==> src/hw/rtl/ptcb_pkg.sv <==
// Shared constants, types and register codes of the point transform crop-box filter.
package ptcb_pkg;

   localparam int COORD_WIDTH     = 32;
   localparam int COEF_FRAC_BITS  = 14;
   localparam int COEF_WIDTH      = 16;
   localparam int BOUND_WIDTH     = 32;
   localparam int INTENSITY_WIDTH = 16;
   localparam int RING_WIDTH      = 7;
   localparam int TIME_WIDTH      = 32;

   localparam int PROD_WIDTH = COORD_WIDTH + COEF_WIDTH;
   localparam int SHR_WIDTH  = PROD_WIDTH - COEF_FRAC_BITS;
   localparam int SUM_BASE   = (SHR_WIDTH > BOUND_WIDTH) ?
                               ((SHR_WIDTH > COORD_WIDTH) ? SHR_WIDTH : COORD_WIDTH) :
                               ((BOUND_WIDTH > COORD_WIDTH) ? BOUND_WIDTH : COORD_WIDTH);
   localparam int SUM_WIDTH  = SUM_BASE + 2;
   localparam int CMP_WIDTH  = (COORD_WIDTH > BOUND_WIDTH) ? COORD_WIDTH : BOUND_WIDTH;

   localparam int META_WIDTH  = INTENSITY_WIDTH + RING_WIDTH + TIME_WIDTH;
   localparam int PAY_WIDTH   = 3 * COORD_WIDTH + META_WIDTH;
   localparam int TDATA_WIDTH = ((PAY_WIDTH + 7) / 8) * 8;

   localparam int CSR_INDEX_WIDTH = 3;
   localparam int CSR_DATA_WIDTH  = 64;
   localparam int ROT_WIDTH       = 3 * COEF_WIDTH;

   localparam logic [CSR_INDEX_WIDTH-1:0] REG_ROT_ROW0 = 3'd0;
   localparam logic [CSR_INDEX_WIDTH-1:0] REG_ROT_ROW1 = 3'd1;
   localparam logic [CSR_INDEX_WIDTH-1:0] REG_ROT_ROW2 = 3'd2;
   localparam logic [CSR_INDEX_WIDTH-1:0] REG_TRANS_XY = 3'd3;
   localparam logic [CSR_INDEX_WIDTH-1:0] REG_TRANS_Z  = 3'd4;
   localparam logic [CSR_INDEX_WIDTH-1:0] REG_BOX_X    = 3'd5;
   localparam logic [CSR_INDEX_WIDTH-1:0] REG_BOX_Y    = 3'd6;
   localparam logic [CSR_INDEX_WIDTH-1:0] REG_Z_FLOOR  = 3'd7;

   localparam logic [ROT_WIDTH-1:0]      RST_ROT_ROW0 = 48'h0000_0000_4000;
   localparam logic [ROT_WIDTH-1:0]      RST_ROT_ROW1 = 48'h0000_4000_0000;
   localparam logic [ROT_WIDTH-1:0]      RST_ROT_ROW2 = 48'h4000_0000_0000;
   localparam logic [2*BOUND_WIDTH-1:0]  RST_TRANS_XY = 64'h0;
   localparam logic [BOUND_WIDTH-1:0]    RST_TRANS_Z  = 32'h0;
   localparam logic [2*BOUND_WIDTH-1:0]  RST_BOX_X    = 64'h0014_0000_FFF3_0000;
   localparam logic [2*BOUND_WIDTH-1:0]  RST_BOX_Y    = 64'h001E_0000_FFE7_0000;
   localparam logic [BOUND_WIDTH-1:0]    RST_Z_FLOOR  = 32'h0000_3333;

   typedef logic [2:0][COORD_WIDTH-1:0]            pos_type;
   typedef logic [2:0][2:0][SHR_WIDTH-1:0]         shr_type;
   typedef logic [2:0][SUM_WIDTH-1:0]              sum_type;

   typedef struct packed {
      logic [TIME_WIDTH-1:0]      time_offset;
      logic [RING_WIDTH-1:0]      ring;
      logic [INTENSITY_WIDTH-1:0] intensity;
   } meta_type;

   typedef struct packed {
      logic [2:0][2:0][COEF_WIDTH-1:0] rot;
      logic [2:0][BOUND_WIDTH-1:0]     trans;
      logic [BOUND_WIDTH-1:0]          x_min;
      logic [BOUND_WIDTH-1:0]          x_max;
      logic [BOUND_WIDTH-1:0]          y_min;
      logic [BOUND_WIDTH-1:0]          y_max;
      logic [BOUND_WIDTH-1:0]          z_floor;
   } cfg_type;

endpackage

==> src/hw/rtl/ptcb_csr.sv <==
// Configuration registers of the point transform crop-box filter.
module ptcb_csr (
   input  logic                                  clock,
   input  logic                                  reset,
   input  logic                                  csr_wen,
   input  logic [ptcb_pkg::CSR_INDEX_WIDTH-1:0]  csr_index,
   input  logic [ptcb_pkg::CSR_DATA_WIDTH-1:0]   csr_wdata,
   output ptcb_pkg::cfg_type                     cfg
);
   import ptcb_pkg::*;

   logic [ROT_WIDTH-1:0]     rot0_ff, rot1_ff, rot2_ff;
   logic [2*BOUND_WIDTH-1:0] trans_xy_ff, box_x_ff, box_y_ff;
   logic [BOUND_WIDTH-1:0]   trans_z_ff, z_floor_ff;

   always_ff @(posedge clock) begin
      if (reset) begin
         rot0_ff     <= RST_ROT_ROW0;
         rot1_ff     <= RST_ROT_ROW1;
         rot2_ff     <= RST_ROT_ROW2;
         trans_xy_ff <= RST_TRANS_XY;
         trans_z_ff  <= RST_TRANS_Z;
         box_x_ff    <= RST_BOX_X;
         box_y_ff    <= RST_BOX_Y;
         z_floor_ff  <= RST_Z_FLOOR;
      end else if (csr_wen) begin
         case (csr_index)
            REG_ROT_ROW0: rot0_ff     <= csr_wdata[ROT_WIDTH-1:0];
            REG_ROT_ROW1: rot1_ff     <= csr_wdata[ROT_WIDTH-1:0];
            REG_ROT_ROW2: rot2_ff     <= csr_wdata[ROT_WIDTH-1:0];
            REG_TRANS_XY: trans_xy_ff <= csr_wdata[2*BOUND_WIDTH-1:0];
            REG_TRANS_Z:  trans_z_ff  <= csr_wdata[BOUND_WIDTH-1:0];
            REG_BOX_X:    box_x_ff    <= csr_wdata[2*BOUND_WIDTH-1:0];
            REG_BOX_Y:    box_y_ff    <= csr_wdata[2*BOUND_WIDTH-1:0];
            REG_Z_FLOOR:  z_floor_ff  <= csr_wdata[BOUND_WIDTH-1:0];
            default: ;
         endcase
      end
   end

   always_comb begin
      cfg.rot[0]   = rot0_ff;
      cfg.rot[1]   = rot1_ff;
      cfg.rot[2]   = rot2_ff;
      cfg.trans[0] = trans_xy_ff[BOUND_WIDTH-1:0];
      cfg.trans[1] = trans_xy_ff[2*BOUND_WIDTH-1:BOUND_WIDTH];
      cfg.trans[2] = trans_z_ff;
      cfg.x_min    = box_x_ff[BOUND_WIDTH-1:0];
      cfg.x_max    = box_x_ff[2*BOUND_WIDTH-1:BOUND_WIDTH];
      cfg.y_min    = box_y_ff[BOUND_WIDTH-1:0];
      cfg.y_max    = box_y_ff[2*BOUND_WIDTH-1:BOUND_WIDTH];
      cfg.z_floor  = z_floor_ff;
   end

endmodule

==> config.mk <==
export PLATFORM = sky130hd
export DESIGN_NAME = ptcb_csr
export DESIGN_NICKNAME = d
export VERILOG_FILES = /design/src/hw/rtl/ptcb_pkg.sv /design/src/hw/rtl/ptcb_csr.sv
export SDC_FILE = /design/constraint.sdc
export NUM_CORES = 1
export LEC_CHECK = 0
export ABC_AREA = 1
export ABC_CLOCK_PERIOD_IN_PS = 1270
export BUFFER_PORTS_ARGS = -buffer_cell sky130_fd_sc_hd__buf_2
export CORE_ASPECT_RATIO = 1.4
export CORE_MARGIN = 5
export CORE_UTILIZATION = 48
export CTS_BUF_LIST = sky130_fd_sc_hd__clkbuf_4 sky130_fd_sc_hd__clkbuf_8
export DETAILED_ROUTE_END_ITERATION = 12
export GPL_ROUTABILITY_DRIVEN = 0
export PLACE_DENSITY = 0.78
export SLEW_MARGIN = 10
export SYNTH_ARGS = -nofsm -noshare
export SYNTH_HDL_FRONTEND = slang
export SYNTH_SLANG_ARGS = --single-unit
==> constraint.sdc <==
create_clock -name clock -period 1.27 [get_ports clock]
set_clock_uncertainty 0.2 [all_clocks]
set_input_delay 0.254 -clock clock [delete_from_list [all_inputs] [get_ports clock]]
set_output_delay 0.254 -clock clock [all_outputs]
set_load 0.01 [all_outputs]
==> results of run 1 <==
==> path summary, 6_finish.rpt <==
kind / from / to / slack, ps / cells after the start
hold / removal: csr_index[0] / box_y_ff[0] / 50 / 6
hold reg to reg: box_x_ff[17] / box_x_ff[17] / 270 / 2
setup reg to reg: box_y_ff[43] / box_y_ff[43] / 40 / 2
setup / recovery: box_x_ff[0] / cfg[128] / -350 / 1
==> registers in the layout (all words and copies together), names as in the netlist <==
signal / count
box_x_ff: 64
box_y_ff: 64
trans_xy_ff: 64
rot0_ff: 48
rot1_ff: 48
rot2_ff: 48
trans_z_ff: 32
z_floor_ff: 32
==> per-stage QoR <==
| step | worst slack [ps] | TNS (ps) | std cells | util |
|---|---|---|---|---|
| floorplan | -17.3 | -1540 | 2208 | - |
| global placement | -284 | -92130 | 3031 | 0.608 |
| detailed placement | -337 | -103650 | 3031 | 0.608 |
| CTS | -317 | -107960 | 3231 | 0.772 |
| global route | -356 | -116810 | 3290 | 0.790 |
| finish | -347 | -104870 | 3291 | 0.790 |
==> per-layer routing <==
layer | vias to the layer above | share of wire
met5 | - | 0
met2 | 2163 | 0.45
met4 | 0 | 0.11
li1 | 8160 | -
met3 | 804 | 0.14
met1 | 8934 | 0.31
==> power groups by stage <==
stage / logic, mW / clock network [mW] / registers [mW]
after floorplan: 1.55 / 0 / 13.7
after global placement: 3.26 / 0 / 13.5
after detailed placement: 3.33 / 0 / 13.5
after CTS: 4.05 / 10.9 / 13.4
after global routing: 4.83 / 11.7 / 13.5
final: 4.62 / 11.3 / 13.5
==> cell usage after synthesis (all sizes together) <==
library cell,instances
nor2,722
nand2,480
dfxtp,400
nand3,376
buf,92
inv,72
clkbuf,66
==> cell type report <==
type / instances / area, um2
sequential: 400 / 8550
timing repair buffer: 744 / 7860
fill: 1634 / 6640
multi-input combinational: 1578 / 6540
clock buffer: 90 / 1120
tap: 395 / 494
inverter: 72 / 288
clock inverter: 8 / 95.1
antenna: 4 / 10.0
==> timing repair <==
item,4_1_cts,5_1_grt
setup buffers,34,54
pin swaps,0,1
hold endpoints to repair,372,1
hold buffers,68,1
gates resized for setup,848,33
endpoints found under the setup margin,400,519
gates cloned,0,1
==> cell families (layout without fill, tap and decap cells) <==
family	count (synthesis)	in the layout	share of synthesized area
other	0	4	0
buffers and inverters	230	914	0.0614
AND/OR/NAND/NOR	1578	1578	0.417
flip-flops	400	400	0.521
==> qor.yml, run 1 <==
global_route:
  grt_max_degree: 71
  grt_pass1_wl_mm: 113
  top_usage_layer: "met2"
  grt_overflow: 0
  met3_usage: 0.137
  grt_pass1_vias: 19500
  antenna_found_initial: 3
  use_met2: 0.648
  track_usage: 0.402
  gr-usage-met1: 0.443
detailed_routing:
  vias_per_cell: 6.10
  vias: 20100
  drtPass1Iterations: 9
  wl_mm: 80.4
  drt_iter0_drc: 3250
  wl_per_cell_um: 24.4
  antenna_left: 0
  drc: 0
synthesis:
  syn_area_um2: 15400
  ys_warn_count: 0
  syn_inst: 2208
  synth.area.top_cells: "dfxtp_1, nor2_1, nand3_1"
  ys_seq_area_frac: 0.521
  avgSynthCellArea_um2: 6.96
  synth.top_cell.area_share: 0.521
  synth_cell_types: 10
  syn_nets: 2278
  yosysTopAreaCell: "dfxtp_1"
  ys_ff_latch: 400
setup_path:
  critical_path_buf_inv_count: 1
  path_cells: "buf_6"
  cp_slowest_stage_delay_ps: 390
  end_kind: "output pin"
  slowest_stage: "dfxtp_2"
  cp_max_fo: 2
  critPathRequiredTime_ps: 820
  crit_family: "flip-flops"
  path_class: "reg2out"
  cp_data_arrival_time_ps: 1160
  crit_path_start_kind: "register"
clock_tree:
  root_buffer: "clkbuf_8"
  htree_levels: 2
  path_clk_slew_ps: 70
  clockBufferDepth: 3
  cts_tree: "yes"
  insertion_delay_ps: 630
  cts_buffers: 57
  cts_num_sinks: 400
power:
  leakagePower_nw: 11.6
  power_frac_seq: 0.459
  p_switching_mw: 8.30
  swShare: 0.283
  clockPowerShare: 0.383
  combPwrFrac: 0.158
  p_int_mw: 21.1
  power.density_nw_per_um2: 1180
  vdd_ir_drop_max_mv: 1.04
  p_total_mw: 29.3
placed_design:
  dp_hpwl_mm: 40.7
  post_dp_cell_area_um2: 19200
  portBuffers: 469
cells_and_area:
  syn2layout_area_growth_pct: 62.5
  mostFrequentLayoutCell: "nor2_1"
  final_area_um2: 25000
  fin_nets: 2923
  layout_common_cells: "nor2_1, nand2_1, buf_6"
  drive_above_1_share: 0.415
die:
  core_area_um2: 31600
  die_h_um: 222
  die_w_um: 161
  io_pins: 470
  die_area_um2: 35700
  start_util: 0.486
  rows: 77
worst_hold_path:
  holdCritPathClass: "in2reg"
timing:
  hold_viol: 0
  setup_ws_ps: -347
  period_minus_slack_ps: 1620
  whs_ps: 45.4
  worst_pin_slew_ps: 555
  rsz0062_at_grt: "true"
  setup_viol: 404
  max_slew_margin: 0.629
  maxSlewViolCount: 0
  min_period_over_period: 1.27
  max_freq_mhz: 618
outcome:
  outcome: "finished with violations"
  violations: "negative setup slack"
run:
  drv_cap: 0
(Power assumes the default switching activity.)
==> inputs of run 2 (changes only) <==
Settings changed: CORE_UTILIZATION 48 to 46, CTS_BUF_LIST sky130_fd_sc_hd__clkbuf_4 sky130_fd_sc_hd__clkbuf_8 to sky130_fd_sc_hd__clkbuf_16, PLACE_DENSITY 0.78 to 0.76.
==> qor.yml, run 2 (synthesized netlist as in run 1, its figures left out) <==
timing:
  maxSlewViolCount: 0  # unchanged
  max_slew_margin: 0.702  # +0.0732
  setup_viol: 408  # +0.99%
  min_period_over_period: 1.17  # -0.103
  period_minus_slack_ps: 1490  # -131 ps
  setup_ws_ps: -216  # +131 ps
  hold_viol: 0  # unchanged
  max_freq_mhz: 673  # +8.8%
  rsz0062_at_grt: "true"
  worst_pin_slew_ps: 446  # -108 ps
detailed_routing:
  drt_iter0_drc: 2459  # -24%
  wl_per_cell_um: 22.6  # -7.3%
  vias_per_cell: 5.81  # -4.7%
  vias: 19400  # -3.5%
  drtPass1Iterations: 9  # unchanged
  wl_mm: 75.4  # -6.2%
  drc: 0  # unchanged
  antenna_left: 0  # unchanged
clock_tree:
  root_buffer: "clkbuf_16"
  htree_levels: 2  # unchanged
  cts_buffers: 38  # -33%
  clockBufferDepth: 3  # unchanged
  path_clk_slew_ps: 60  # about the same
  cts_tree: "yes"
  cts_num_sinks: 400  # unchanged
  insertion_delay_ps: 530  # -100 ps
setup_path:
  path_cells: "buf_6"
  r2r_start: "trans_z_ff[29]"
  r2r_setup_slack_ps: 100  # +60 ps
  cp_slowest_stage_delay_ps: 370  # -20 ps
  path_class: "reg2out"
  crit_family: "flip-flops"
  worst-r2r-cell-count: 4  # +2
  reg2reg_to: "trans_z_ff[29]"
  critPathRequiredTime_ps: 820  # about the same
  end_kind: "output pin"
  critical_path_buf_inv_count: 1  # unchanged
  cp_max_fo: 2  # unchanged
  cp_data_arrival_time_ps: 1030  # -130 ps
  crit_path_start_kind: "register"
  slowest_stage: "dfxtp_4"
worst_hold_path:
  holdCritPathClass: "in2reg"
  min_path_cells: 5  # -1
  whs_endpoint: "trans_xy_ff[27]"
  hp-start: "reset"
die:
  die_area_um2: 37200  # +4.1%
  core_area_um2: 33100  # +4.8%
  die_h_um: 226  # +2.1%
  rows: 79  # +2.6%
  die_w_um: 164  # +2.0%
  start_util: 0.464  # -0.0222
  io_pins: 470  # unchanged
cells_and_area:
  top_regs: "box_x_ff: 64 flops, box_y_ff: 64 flops, trans_xy_ff: 64 flops"
  mostFrequentLayoutCell: "nor2_1"
  drive_above_1_share: 0.415  # about the same
  fin_cells: 3330  # +1.2%
  layout_common_cells: "nor2_1, nand2_1, buf_6"
  fin_nets: 2926  # +0.10%
  syn2layout_area_growth_pct: 64.9
  antenna_cells: 0  # -4
  fill_cells: 1805  # +10%
global_route:
  grt_overflow: 0  # unchanged
  antenna_found_initial: 0  # -3
  grt_max_degree: 56  # -21%
  grt_pass1_wl_mm: 105  # -6.6%
  grt_pass1_vias: 19000  # -2.9%
  track_usage: 0.362  # -0.0400
outcome:
  outcome: "finished with violations"
  violations: "negative setup slack"
run:
  drv_cap: 0  # unchanged
power:
  vdd_ir_drop_max_mv: 0.950  # -8.5%
  leakagePower_nw: 11.7  # +0.88%
  p_total_mw: 29.8  # +1.6%
  power.density_nw_per_um2: 1180  # about the same
placed_design:
  dp_slack_ps: -433  # -96.2 ps
  portBuffers: 469  # unchanged
  dp_hpwl_mm: 41.0  # +0.70%
  dp_cells: 3106  # +2.5%
==> run 2: cell types whose count changed in the layout (fill, tap and decap cells not counted), moves of 6 or more <==
cell,change
buf_4,+23
buf_12,+10
clkbuf_16,+42
clkinv_1,+6
clkinvlp_4,+6
clkbuf_8,-71
dlygate4sd3_1,-6
clkbuf_4,-17
==> run 2: what timing repair did <==
| item | 4_1_cts | 5_1_grt |
|---|---|---|
| setup buffers | 40 | 53 |
| gates cloned | 0 | 2 |
| resized for setup | 850 | 35 |
| setup endpoints to repair | 400 | 490 |
| pin swaps | 0 | 4 |
| hold endpoints to repair | 167 | 0 |
| hold buffers | 60 | 0 |
==> run 2: worst max-delay path by stage <==
stage,from,end,slack (ps),depth (start not counted)
after floorplan,csr_index[2],box_x_ff[24],-20,7
after global placement,csr_index[2],trans_z_ff[28],-410,7
after detailed placement,csr_index[2],box_x_ff[10],-430,7
after CTS,box_y_ff[1],cfg[65],-220,1
after global routing,rot1_ff[18],cfg[322],-230,1
final,rot0_ff[35],cfg[291],-220,1
==> run 2: where the power goes <==
| group | total, mW | leakage [nW] | switching, mW | internal, mW |
|---|---|---|---|---|
| combinational | 4.61 | 7.63 | 2.51 | 2.10 |
| sequential | 13.5 | 3.40 | 0.399 | 13.1 |
| clock | 11.8 | 0.645 | 5.11 | 6.65 |
==> run 2: per-stage QoR <==
stage                     hold WS, ps  utilization  area, um2  TNS, ps
final                            18.6        0.765      25300   -68390
after global routing             40.6        0.765      25300   -76020
after detailed placement          238        0.592      19600  -135640
after global placement            235        0.592      19600  -124680
after CTS                       0.782        0.748      24800   -71000
after floorplan                   167            -      15500    -1540
==> run 2: metal layers <==
layer	wire length, um	share of wire	global-route usage	vias up
li1	-	-	-	8157
met1	24100	0.32	0.390	8787
met2	35100	0.47	0.597	1804
met3	8730	0.12	0.0913	604
met4	7450	0.099	0.290	0
met5	0	0	0	-
==> run 2: layout make-up <==
class                      instances  area (um2)  area share
tap                              445         557      0.0220
clock inverter                    28         228     0.00899
timing repair buffer             766        8130       0.321
inverter                          72         310      0.0123
clock buffer                      41        1030      0.0405
sequential                       400        8540       0.337
multi-input combinational       1578        6530       0.258
