File: src/hw/rtl/ptcb_pkg.sv
// Shared constants, types and register codes of the point transform crop-box filter.
package ptcb_pkg;

   localparam int COORD_WIDTH     = 32;
   localparam int COEF_FRAC_BITS  = 14;
   localparam int COEF_WIDTH      = 16;
   localparam int BOUND_WIDTH     = 32;
   localparam int INTENSITY_WIDTH = 16;
   localparam int RING_WIDTH      = 7;
   localparam int TIME_WIDTH      = 32;

   localparam int PROD_WIDTH = COORD_WIDTH + COEF_WIDTH;
   localparam int SHR_WIDTH  = PROD_WIDTH - COEF_FRAC_BITS;
   localparam int SUM_BASE   = (SHR_WIDTH > BOUND_WIDTH) ?
                               ((SHR_WIDTH > COORD_WIDTH) ? SHR_WIDTH : COORD_WIDTH) :
                               ((BOUND_WIDTH > COORD_WIDTH) ? BOUND_WIDTH : COORD_WIDTH);
   localparam int SUM_WIDTH  = SUM_BASE + 2;
   localparam int CMP_WIDTH  = (COORD_WIDTH > BOUND_WIDTH) ? COORD_WIDTH : BOUND_WIDTH;

   localparam int META_WIDTH  = INTENSITY_WIDTH + RING_WIDTH + TIME_WIDTH;
   localparam int PAY_WIDTH   = 3 * COORD_WIDTH + META_WIDTH;
   localparam int TDATA_WIDTH = ((PAY_WIDTH + 7) / 8) * 8;

   localparam int CSR_INDEX_WIDTH = 3;
   localparam int CSR_DATA_WIDTH  = 64;
   localparam int ROT_WIDTH       = 3 * COEF_WIDTH;

   localparam logic [CSR_INDEX_WIDTH-1:0] REG_ROT_ROW0 = 3'd0;
   localparam logic [CSR_INDEX_WIDTH-1:0] REG_ROT_ROW1 = 3'd1;
   localparam logic [CSR_INDEX_WIDTH-1:0] REG_ROT_ROW2 = 3'd2;
   localparam logic [CSR_INDEX_WIDTH-1:0] REG_TRANS_XY = 3'd3;
   localparam logic [CSR_INDEX_WIDTH-1:0] REG_TRANS_Z  = 3'd4;
   localparam logic [CSR_INDEX_WIDTH-1:0] REG_BOX_X    = 3'd5;
   localparam logic [CSR_INDEX_WIDTH-1:0] REG_BOX_Y    = 3'd6;
   localparam logic [CSR_INDEX_WIDTH-1:0] REG_Z_FLOOR  = 3'd7;

   localparam logic [ROT_WIDTH-1:0]      RST_ROT_ROW0 = 48'h0000_0000_4000;
   localparam logic [ROT_WIDTH-1:0]      RST_ROT_ROW1 = 48'h0000_4000_0000;
   localparam logic [ROT_WIDTH-1:0]      RST_ROT_ROW2 = 48'h4000_0000_0000;
   localparam logic [2*BOUND_WIDTH-1:0]  RST_TRANS_XY = 64'h0;
   localparam logic [BOUND_WIDTH-1:0]    RST_TRANS_Z  = 32'h0;
   localparam logic [2*BOUND_WIDTH-1:0]  RST_BOX_X    = 64'h0014_0000_FFF3_0000;
   localparam logic [2*BOUND_WIDTH-1:0]  RST_BOX_Y    = 64'h001E_0000_FFE7_0000;
   localparam logic [BOUND_WIDTH-1:0]    RST_Z_FLOOR  = 32'h0000_3333;

   typedef logic [2:0][COORD_WIDTH-1:0]            pos_type;
   typedef logic [2:0][2:0][SHR_WIDTH-1:0]         shr_type;
   typedef logic [2:0][SUM_WIDTH-1:0]              sum_type;

   typedef struct packed {
      logic [TIME_WIDTH-1:0]      time_offset;
      logic [RING_WIDTH-1:0]      ring;
      logic [INTENSITY_WIDTH-1:0] intensity;
   } meta_type;

   typedef struct packed {
      logic [2:0][2:0][COEF_WIDTH-1:0] rot;
      logic [2:0][BOUND_WIDTH-1:0]     trans;
      logic [BOUND_WIDTH-1:0]          x_min;
      logic [BOUND_WIDTH-1:0]          x_max;
      logic [BOUND_WIDTH-1:0]          y_min;
      logic [BOUND_WIDTH-1:0]          y_max;
      logic [BOUND_WIDTH-1:0]          z_floor;
   } cfg_type;

endpackage

File: src/hw/rtl/ptcb_clip.sv
// Stage three: saturation to the coordinate width and the crop-box test.
module ptcb_clip (
   input  logic              clock,
   input  logic              en,
   input  ptcb_pkg::sum_type sum,
   input  ptcb_pkg::cfg_type cfg,
   output ptcb_pkg::pos_type pos_ff,
   output logic              inside_ff
);
   import ptcb_pkg::*;

   localparam int HEAD = SUM_WIDTH - COORD_WIDTH + 1;

   pos_type                     pos_in;
   logic signed [CMP_WIDTH-1:0] cmp [3];
   logic                        inside_in;

   always_comb begin
      for (int r = 0; r < 3; r++) begin
         if (sum[r][SUM_WIDTH-1:COORD_WIDTH-1] == {HEAD{1'b0}} ||
             sum[r][SUM_WIDTH-1:COORD_WIDTH-1] == {HEAD{1'b1}}) begin
            pos_in[r] = sum[r][COORD_WIDTH-1:0];
         end else if (sum[r][SUM_WIDTH-1]) begin
            pos_in[r] = {1'b1, {(COORD_WIDTH-1){1'b0}}};
         end else begin
            pos_in[r] = {1'b0, {(COORD_WIDTH-1){1'b1}}};
         end
         cmp[r] = CMP_WIDTH'(signed'(pos_in[r]));
      end
      inside_in = (cmp[0] > CMP_WIDTH'(signed'(cfg.x_min))) &&
                  (cmp[0] < CMP_WIDTH'(signed'(cfg.x_max))) &&
                  (cmp[1] > CMP_WIDTH'(signed'(cfg.y_min))) &&
                  (cmp[1] < CMP_WIDTH'(signed'(cfg.y_max))) &&
                  (cmp[2] > CMP_WIDTH'(signed'(cfg.z_floor)));
   end

   always_ff @(posedge clock) begin
      if (en) begin
         pos_ff    <= pos_in;
         inside_ff <= inside_in;
      end
   end

endmodule

File: config.mk
export PLATFORM = sky130hd
export DESIGN_NAME = ptcb_clip
export DESIGN_NICKNAME = d
export VERILOG_FILES = /design/src/hw/rtl/ptcb_pkg.sv /design/src/hw/rtl/ptcb_clip.sv
export SDC_FILE = /design/constraint.sdc
export NUM_CORES = 1
export LEC_CHECK = 0
export ABC_AREA = 1
export BUFFER_PORTS_ARGS = -buffer_cell sky130_fd_sc_hd__buf_2
export CAP_MARGIN = 20
export CORE_AREA = 2 2 240 242
export DETAILED_ROUTE_END_ITERATION = 16
export DIE_AREA = 0 0 242 244
export SYNTH_ARGS = -nofsm -noshare
export SYNTH_HDL_FRONTEND = slang
export SYNTH_SLANG_ARGS = --single-unit
File: constraint.sdc
create_clock -name clock -period 9.25 [get_ports clock]
set_input_delay 1.85 -clock clock [delete_from_list [all_inputs] [get_ports clock]]
set_output_delay 1.85 -clock clock [all_outputs]
set_load 0.03 [all_outputs]
==> flow_metrics.env, run 1 <==
export IMPL_dp_hpwl_um=27400
export IMPL_synth_most_common_cell="nand2_1"
export IMPL_dr_total_vias=7655
export IMPL_critPathRequiredTime_ps=9390
export IMPL_met2_usage_pct=17.1
export IMPL_synth_top_flop_cell="edfxtp_1"
export IMPL_cts_resized=0
export IMPL_fin_crit_ps=4860
export IMPL_antenna_found_initial=14
export IMPL_min_period_over_period_pct=52.5
export IMPL_grt_max_degree=60
export IMPL_grt_pass1_wl_um=46600
export IMPL_cts_tree="built"
export IMPL_wire_per_inst_um=15.1
export IMPL_grtUsageTotal_pct=10.9
export IMPL_stdcell_count=2104
export IMPL_slowest_delay_ps=650
export IMPL_nNetsFinal=2008
export IMPL_start_util_pct=14.2
export IMPL_syn_area_per_cell_um2=8.15
export IMPL_clockBufferDepth=2
export IMPL_met1_usage_pct=13.4
export IMPL_synth_warnings=0
export IMPL_row_count=87
export IMPL_crit_type="in -> reg"
export IMPL_finalSetupViolations=0
export IMPL_setup_tns_ps=0
export IMPL_drive_above_1_share_pct=29.4
export IMPL_cts_hold_buffers=0
export IMPL_p_leak_nw=5.82
export IMPL_holdPathEnd="pos_ff[76]"
export IMPL_crit_chain="buf_2 > nand2_1 > inv_1 > nand2_1 > nand2_1 > buf_4 > nand2_1 > nand2_1 > ha_1 > nand2_1 > nor4_1 > nand4_1 > nand2_1 > nor2_1 > nand2_1 > nor2_1 > nand3_1 > nor2_1 > nand3_1 > nor2_1"
export IMPL_synth_edf_count=97
export IMPL_async_flop_share_pct=0
export IMPL_start_kind="input port"
export IMPL_hold_path_class="in -> reg"
export IMPL_top_usage_layer="met2"
export IMPL_report_final_slew_viol_count=0
export IMPL_path_delay_family="simple AND/OR/NAND/NOR gates"
export IMPL_antenna_left=0
export IMPL_core_mm2=0.0562
export IMPL_wl_um=31800
export IMPL_grt_pass1_vias=7844
export IMPL_synthTopCellsByCount="nand2_1 (312), inv_1 (185), ha_1 (158)"
export IMPL_min_from="sum[84]"
export IMPL_overflow=0
export IMPL_outcome="finished clean"
export IMPL_ys_types=33
export IMPL_htreeDepth=3
export IMPL_ioPinCount=607
export IMPL_grt_use_met3_pct=4.84
export IMPL_critical_path_slowest_cell="nor4_1"
export IMPL_min_path_cells=3
export IMPL_post_route_drc_count=0
export IMPL_gp_congestion=0.808
export IMPL_end_kind="flip-flop"
export IMPL_die_w_um=242
export IMPL_dpl_cell_count=2085
export IMPL_clk_transition_reported_paths_ps=80
export IMPL_cpMostUsedCell="nand2_1"
export IMPL_cts_sinks=97
export IMPL_power_per_cell_area_mw_per_mm2=128
export IMPL_cap_viol_max_count=0
export IMPL_synth_top_area_share_pct=36.5
export IMPL_io_buffer_count=366
export IMPL_die_area_mm2=0.0590
export IMPL_rsz0062_at_grt="no"
export IMPL_drt_iter0_drc=256
export IMPL_via_per_inst=3.64
export IMPL_path_buf_inv=3
export IMPL_syn_num_nets=1646
export IMPL_ys_ff_latch=97
export IMPL_die_h_um=244
export IMPL_relSlewSlack_pct=38.7
export IMPL_worst_slew_pin_slew_ps=919
export IMPL_final_hold_viol_count=0
export IMPL_crit_fanout=27
export IMPL_areaGrowthSynthToFinish_pct=38.3
export IMPL_ir_drop_mv=0.0852
export IMPL_numCtsBuffers=9
export IMPL_first_pass_iters=5
export IMPL_syn_cell_area_mm2=0.00797
export IMPL_post_cts_buffers=0
export IMPL_synth_area_leaders="edfxtp_1 (37%), ha_1 (25%), nand2_1 (15%)"
export IMPL_arrival_ps=5000
export IMPL_fmax_ghz=0.206
export IMPL_yosysTopAreaCell="edfxtp_1"
export IMPL_synthCells=978
export IMPL_cts_root_buf="clkbuf_16"
export IMPL_ys_seq_area_share_pct=36.5
[registers in the layout, summed over array words and instances, names as in the netlist]
| name | cells |
|---|---|
| inside_ff | 1 |
| pos_ff | 96 |
[routing by layer]
layer	wire length, um	vias up
li1	-	3954
met1	14200	3301
met2	13800	349
met3	3160	39
met4	576	12
met5	77	-
[tightest hold or removal path, cell delays in order]
cell	delay, ps
buf_2	80
nand2_1	40
nand2_1	70
[final cells by class]
| type | instances | area, um2 |
|---|---|---|
| inverter | 185 | 694 |
| tap | 756 | 946 |
| timing repair buffer | 373 | 1890 |
| sequential | 97 | 2910 |
| fill | 6410 | 45100 |
| clock inverter | 7 | 95.1 |
| multi-input combinational | 674 | 4260 |
| clock buffer | 9 | 225 |
| antenna | 3 | 7.51 |
[how the worst max path moves through the flow]
stage,startpoint,endpoint,depth (start not counted)
after floorplan,sum[103],inside_ff,20
after global placement,sum[35],inside_ff,20
after detailed placement,sum[35],inside_ff,20
after CTS,sum[35],inside_ff,20
after global routing,sum[103],inside_ff,21
final,sum[35],inside_ff,20
[where the power goes]
part	internal [mW]	switching (mW)	total [mW]
combinational	0.156	0.294	0.449
sequential	0.529	0.00950	0.539
clock	0.218	0.206	0.424
total	0.903	0.509	1.41
[cell usage in the layout, fill, tap and decap left out, types with 2 or more instances in the layout]
master,Yosys,routed
nand4_1,12,12
clkinvlp_4,0,2
ha_1,158,158
diode_2,0,3
nor4_1,6,6
nand3_1,15,15
edfxtp_1,97,97
inv_1,185,185
nor3_1,3,3
inv_8,0,3
nor2_1,35,35
a211oi_1,6,6
buf_2,4,365
nand2_1,312,312
nand3b_1,2,2
clkbuf_16,0,9
a31oi_1,2,2
buf_4,0,8
a21oi_1,80,80
o21ai_0,20,20
o211ai_1,4,4
o21a_1,4,4
o221ai_1,2,2
[cell families (layout without fill, tap and decap cells)]
logic type	Yosys count	count (layout)	share of synthesized area (%)
AND/OR/NAND/NOR	394	394	20.2
flip-flops	97	97	36.5
buffers and inverters	207	574	10.1
other	0	3	0
adder cells (fa/ha/maj)	158	158	24.8
AO/OA/AOI/OAI	122	122	8.43
[per-stage QoR]
step	hold WS, ps	area (um2)	util, %	setup WS, ps	total power [mW]
after floorplan	1960	7970	-	4830	0.819
after global placement	2160	10700	19.0	3800	1.00
after detailed placement	2160	10700	19.0	3810	1.01
after CTS	1720	11000	19.6	4250	1.45
after global routing	1740	11000	19.6	4000	1.52
final	1760	11000	19.6	4390	1.41
(Power assumes the default switching activity.)
==> run 2: changes to the inputs <==
--- a/config.mk
+++ b/config.mk
@@ -8,9 +8,9 @@
 export ABC_AREA = 1
 export BUFFER_PORTS_ARGS = -buffer_cell sky130_fd_sc_hd__buf_2
 export CAP_MARGIN = 20
-export CORE_AREA = 2 2 240 242
+export CORE_AREA = 2 2 234 236
 export DETAILED_ROUTE_END_ITERATION = 16
-export DIE_AREA = 0 0 242 244
+export DIE_AREA = 0 0 236 238
 export SYNTH_ARGS = -nofsm -noshare
 export SYNTH_HDL_FRONTEND = slang
 export SYNTH_SLANG_ARGS = --single-unit
==> constraint.sdc (replaced) <==
create_clock -name clock -period 4.8 [get_ports clock]
set_input_delay 0.96 -clock clock [delete_from_list [all_inputs] [get_ports clock]]
set_output_delay 0.96 -clock clock [all_outputs]
set_load 0.03 [all_outputs]
==> flow_metrics.env, run 2 (same netlist as run 1, synthesis figures left out) <==
export IMPL_outcome="finished clean"
export IMPL_finalSetupViolations=0
export IMPL_cts_root_buf="clkbuf_16"
export IMPL_regMostFlops="pos_ff"
export IMPL_die_w_um=236
export IMPL_cap_viol_max_count=0
export IMPL_cts_tree="built"
export IMPL_end_kind="flip-flop"
export IMPL_cts_resized=0
export IMPL_setup_tns_ps=0
export IMPL_post_route_drc_count=0
export IMPL_min_period_over_period_pct=79.8
export IMPL_gp_congestion=0.800
export IMPL_power_per_cell_area_mw_per_mm2=247
export IMPL_fin_crit_ps=3830
export IMPL_ioPinCount=607
export IMPL_post_cts_buffers=0
export IMPL_core_mm2=0.0535
export IMPL_nFillCells=5994
export IMPL_multi_input_area_mm2=0.00426
export IMPL_grt_pass1_vias=7560
export IMPL_drt_iter0_drc=248
export IMPL_start_util_pct=14.9
export IMPL_antenna_found_initial=7
export IMPL_grtUsageTotal_pct=10.9
export IMPL_dr_total_vias=7576
export IMPL_postLayoutCellArea_mm2=0.0110
export IMPL_crit_fanout=9
export IMPL_die_area_mm2=0.0562
export IMPL_overflow=0
export IMPL_fmax_ghz=0.261
export IMPL_areaGrowthSynthToFinish_pct=38.0
export IMPL_nNetsFinal=2015
export IMPL_crit_type="in -> reg"
export IMPL_dp_hpwl_um=26400
export IMPL_cts_sinks=97
export IMPL_reg_top3="pos_ff (96), inside_ff (1)"
export IMPL_relSlewSlack_pct=56.0
export IMPL_numCtsBuffers=9
export IMPL_rsz0062_at_grt="no"
export IMPL_wl_um=30800
export IMPL_stdcell_count=2050
export IMPL_arrival_ps=4080
export IMPL_clockBufferDepth=2
export IMPL_row_count=85
export IMPL_report_final_slew_viol_count=0
export IMPL_start_kind="input port"
export IMPL_drive_above_1_share_pct=29.6
export IMPL_largest_reg_flops=96
export IMPL_final_hold_viol_count=0
export IMPL_first_pass_iters=4
export IMPL_htreeDepth=3
export IMPL_antenna_left=0
export IMPL_p_leak_nw=5.86
export IMPL_worst_slew_pin_slew_ps=660
export IMPL_final_common_cell="buf_2"
export IMPL_clk_transition_reported_paths_ps=80
export IMPL_grt_pass1_wl_um=44700
export IMPL_postPlaceCellArea_mm2=0.0107
export IMPL_hold_path_class="in -> reg"
export IMPL_grt_max_degree=98
export IMPL_ir_drop_mv=0.218
export IMPL_via_per_inst=3.70
export IMPL_io_buffer_count=366
export IMPL_critPathRequiredTime_ps=5050
export IMPL_cts_hold_buffers=0
export IMPL_die_h_um=238
export IMPL_dpl_cell_count=2032
export IMPL_regArea_mm2=0.00291
export IMPL_layout_common_cells="buf_2 (365), nand2_1 (312), inv_1 (185), ha_1 (158), edfxtp_1 (97)"
export IMPL_wire_per_inst_um=15.0
==> run 2: where the power goes <==
part           internal [mW]  switching (mW)
clock                  0.415           0.389
combinational          0.307           0.566
sequential              1.02          0.0169
==> run 2: path summary, 6_finish.rpt <==
check	from	endpoint	slack, ps	cells past startpoint
setup / recovery	sum[103]	inside_ff	970	21
hold / removal	sum[71]	pos_ff[63]	870	1
==> run 2: routing by layer <==
metal  wire length [um]  share of wire, %  global-route usage, %  up-vias
met1              14300                46                   13.9     3268
met5                 69              0.22                      0        -
met4                380               1.2                   2.74       10
li1                   -                 -                      -     3966
met3               2570               8.3                   4.18       31
met2              13500                44                   17.3      301
==> run 2: through the flow <==
stage	hold WS (ps)	total power, mW	setup slack (ps)	util, %
global route	864	2.91	467	20.6
floorplan	1070	1.58	1270	-
detailed placement	1270	1.95	330	20.0
CTS	833	2.79	767	20.6
finish	870	2.71	968	20.6
global placement	1260	1.94	329	20.0
==> run 2: critical path: stages <==
cell and delay (ps):
buf_2 100, or4_1 540, o21ai_2 150, or2_1 310, buf_4 240, nand2_1 80
ha_1 300, nand2_1 70, nor2_1 110, nand2_1 60, nor3_1 200, nand2_1 80
nand2_1 100, nand2_1 70, nand3_1 70, nand2_1 50, nor2_1 140, nand3_1 90
nor2_1 110, nand3_1 130, nor2_1 100
==> run 2: layout make-up <==
| type | instances | area share, % |
|---|---|---|
| diodes | 2 | 0.0455 |
| clock buffers | 11 | 2.12 |
| clock inverters | 5 | 0.614 |
| inverters | 185 | 6.31 |
| multi-input cells | 674 | 38.7 |
| flip-flops and latches | 97 | 26.5 |
| well taps | 696 | 7.91 |
| repair buffers | 380 | 17.9 |
==> run 3: changes to the inputs <==
--- a/config.mk
+++ b/config.mk
@@ -8,9 +8,9 @@
 export ABC_AREA = 1
 export BUFFER_PORTS_ARGS = -buffer_cell sky130_fd_sc_hd__buf_2
 export CAP_MARGIN = 20
-export CORE_AREA = 2 2 234 236
+export CORE_AREA = 2 2 239 241
 export DETAILED_ROUTE_END_ITERATION = 16
-export DIE_AREA = 0 0 236 238
+export DIE_AREA = 0 0 241 243
 export SYNTH_ARGS = -nofsm -noshare
 export SYNTH_HDL_FRONTEND = slang
 export SYNTH_SLANG_ARGS = --single-unit
==> constraint.sdc (replaced) <==
create_clock -name clock -period 3.51 [get_ports clock]
set_input_delay 0.702 -clock clock [delete_from_list [all_inputs] [get_ports clock]]
set_output_delay 0.702 -clock clock [all_outputs]
set_load 0.03 [all_outputs]
==> flow_metrics.env, run 3 (same netlist as run 1, synthesis figures left out) <==
export IMPL_overflow=0
export IMPL_via_per_inst=3.66
export IMPL_grt_pass1_wl_um=46700
export IMPL_core_mm2=0.0560
export IMPL_relSlewSlack_pct=57.2
export IMPL_worstSetupStartpoint="sum[106]"
export IMPL_cpMostUsedCell="nor2_2"
export IMPL_cts_root_buf="clkbuf_16"
export IMPL_cts_tree="built"
export IMPL_critical_path_slowest_cell="or4_4"
export IMPL_postLayoutCellArea_mm2=0.0123
export IMPL_post_route_drc_count=0
export IMPL_nFillCells=6301
export IMPL_largest_reg_flops=96
export IMPL_end_kind="flip-flop"
export IMPL_p_leak_nw=6.46
export IMPL_start_util_pct=14.2
export IMPL_arrival_ps=3710
export IMPL_clk_transition_reported_paths_ps=80
export IMPL_row_count=87
export IMPL_areaGrowthSynthToFinish_pct=54.6
export IMPL_final_common_cell="buf_2"
export IMPL_critPathRequiredTime_ps=3760
export IMPL_crit_chain="buf_6 > or4_4 > o21ai_4 > or2_4 > buf_8 > buf_8 > buf_6 > nand2_4 > ha_4 > nand2_4 > buf_4 > o21a_1 > a21oi_2 > nor2_2 > nand3_2 > nand2_1 > nor2_2 > nand3_1 > nor2_2 > nand3_2 > nor2_1"
export IMPL_numCtsBuffers=9
export IMPL_die_w_um=241
export IMPL_outcome="finished clean"
export IMPL_crit_fanout=6
export IMPL_slowest_delay_ps=530
export IMPL_htreeDepth=3
export IMPL_report_final_slew_viol_count=0
export IMPL_multi_input_area_mm2=0.00456
export IMPL_wl_um=33400
export IMPL_drive_above_1_share_pct=38.0
export IMPL_rsz0062_at_grt="yes"
export IMPL_ir_drop_mv=0.237
export IMPL_start_kind="input port"
export IMPL_antenna_left=0
export IMPL_die_h_um=243
export IMPL_ioPinCount=607
export IMPL_power_mw=4.00
export IMPL_io_buffer_count=366
export IMPL_finalSetupViolations=0
export IMPL_regArea_mm2=0.00291
export IMPL_dp_hpwl_um=28700
export IMPL_grtUsageTotal_pct=11.1
export IMPL_dr_total_vias=8110
export IMPL_setup_tns_ps=0
export IMPL_drt_iter0_drc=262
export IMPL_reg_top3="pos_ff (96), inside_ff (1)"
export IMPL_hold_path_class="in -> reg"
export IMPL_postPlaceCellArea_mm2=0.0116
export IMPL_regMostFlops="pos_ff"
export IMPL_worst_slew_pin_slew_ps=642
export IMPL_grt_max_degree=38
export IMPL_gp_congestion=0.862
export IMPL_fin_crit_ps=3470
export IMPL_worstSetupPathDepth=21
export IMPL_first_pass_iters=5
export IMPL_cts_sinks=97
export IMPL_wire_per_inst_um=15.1
export IMPL_hold_slack_ps=606
export IMPL_fmax_ghz=0.288
export IMPL_die_area_mm2=0.0586
export IMPL_crit_end="inside_ff"
export IMPL_grt_pass1_vias=7931
export IMPL_crit_type="in -> reg"
export IMPL_cap_viol_max_count=0
export IMPL_nNetsFinal=2120
export IMPL_clockBufferDepth=2
export IMPL_path_delay_family="simple AND/OR/NAND/NOR gates"
export IMPL_path_buf_inv=5
export IMPL_antenna_found_initial=10
export IMPL_min_period_over_period_pct=98.8
export IMPL_layout_common_cells="buf_2 (363), nand2_1 (296), inv_1 (184), ha_1 (147), buf_4 (106)"
export IMPL_power_per_cell_area_mw_per_mm2=324
export IMPL_final_hold_viol_count=0
[run 3: stage by stage]
stage | cells | util, % | worst slack (ps)
floorplan | 978 | - | 243
global placement | 2188 | 20.7 | -620
detailed placement | 2188 | 20.7 | -610
CTS | 2209 | 21.5 | 10.7
global route | 2216 | 22.0 | -131
finish | 2216 | 22.0 | 42.9
[run 3: tightest hold or removal path: cells and delay by family]
family	cells	cell delay [ps]
buffers and inverters	1	70
AND/OR/NAND/NOR	2	110
[run 3: final cells by class]
cell class                      instances  area share [%]
Clock inverter                          7           0.903
Clock buffer                            9            1.83
Multi-Input combinational cell        674            37.0
Inverter                              185            5.63
Sequential cell                        97            23.6
Timing Repair Buffer                  485            23.3
Tap cell                              756            7.67
Antenna cell                            3          0.0609
[run 3: report_power, final]
| group | total, mW | internal, mW | switching (mW) |
|---|---|---|---|
| clock | 1.18 | 0.642 | 0.540 |
| sequential | 1.42 | 1.39 | 0.0257 |
| combinational | 1.39 | 0.556 | 0.838 |
| total | 4.00 | 2.59 | 1.40 |
[run 3: per-layer routing]
layer | up-vias | share of wire, % | global-route usage [%] | routed length [um]
met1 | 3604 | 46 | 14.2 | 15200
li1 | 4176 | - | - | -
met3 | 31 | 8.4 | 4.30 | 2820
met4 | 14 | 1.1 | 2.71 | 376
met2 | 285 | 45 | 17.5 | 14900
met5 | - | 0.25 | 0 | 85
[run 3: worst min-delay path by stage]
stage | startpoint | cells past startpoint | endpoint
2_1_floorplan | en | 0 | inside_ff
3_3_place_gp | sum[72] | 3 | pos_ff[64]
3_5_place_dp | sum[72] | 3 | pos_ff[64]
4_1_cts | sum[72] | 3 | pos_ff[64]
5_1_grt | sum[72] | 3 | pos_ff[64]
6_report | sum[72] | 3 | pos_ff[64]
[run 3: what timing repair did]
item | CTS | global route
setup buffers | 5 | 4
pin swaps | 7 | 26
gates resized for setup | 17 | 53
endpoints found under the setup margin | 1 | 1
cloned | 0 | 0
hold buffers | 0 | 0
endpoints found under the hold margin | 0 | 0
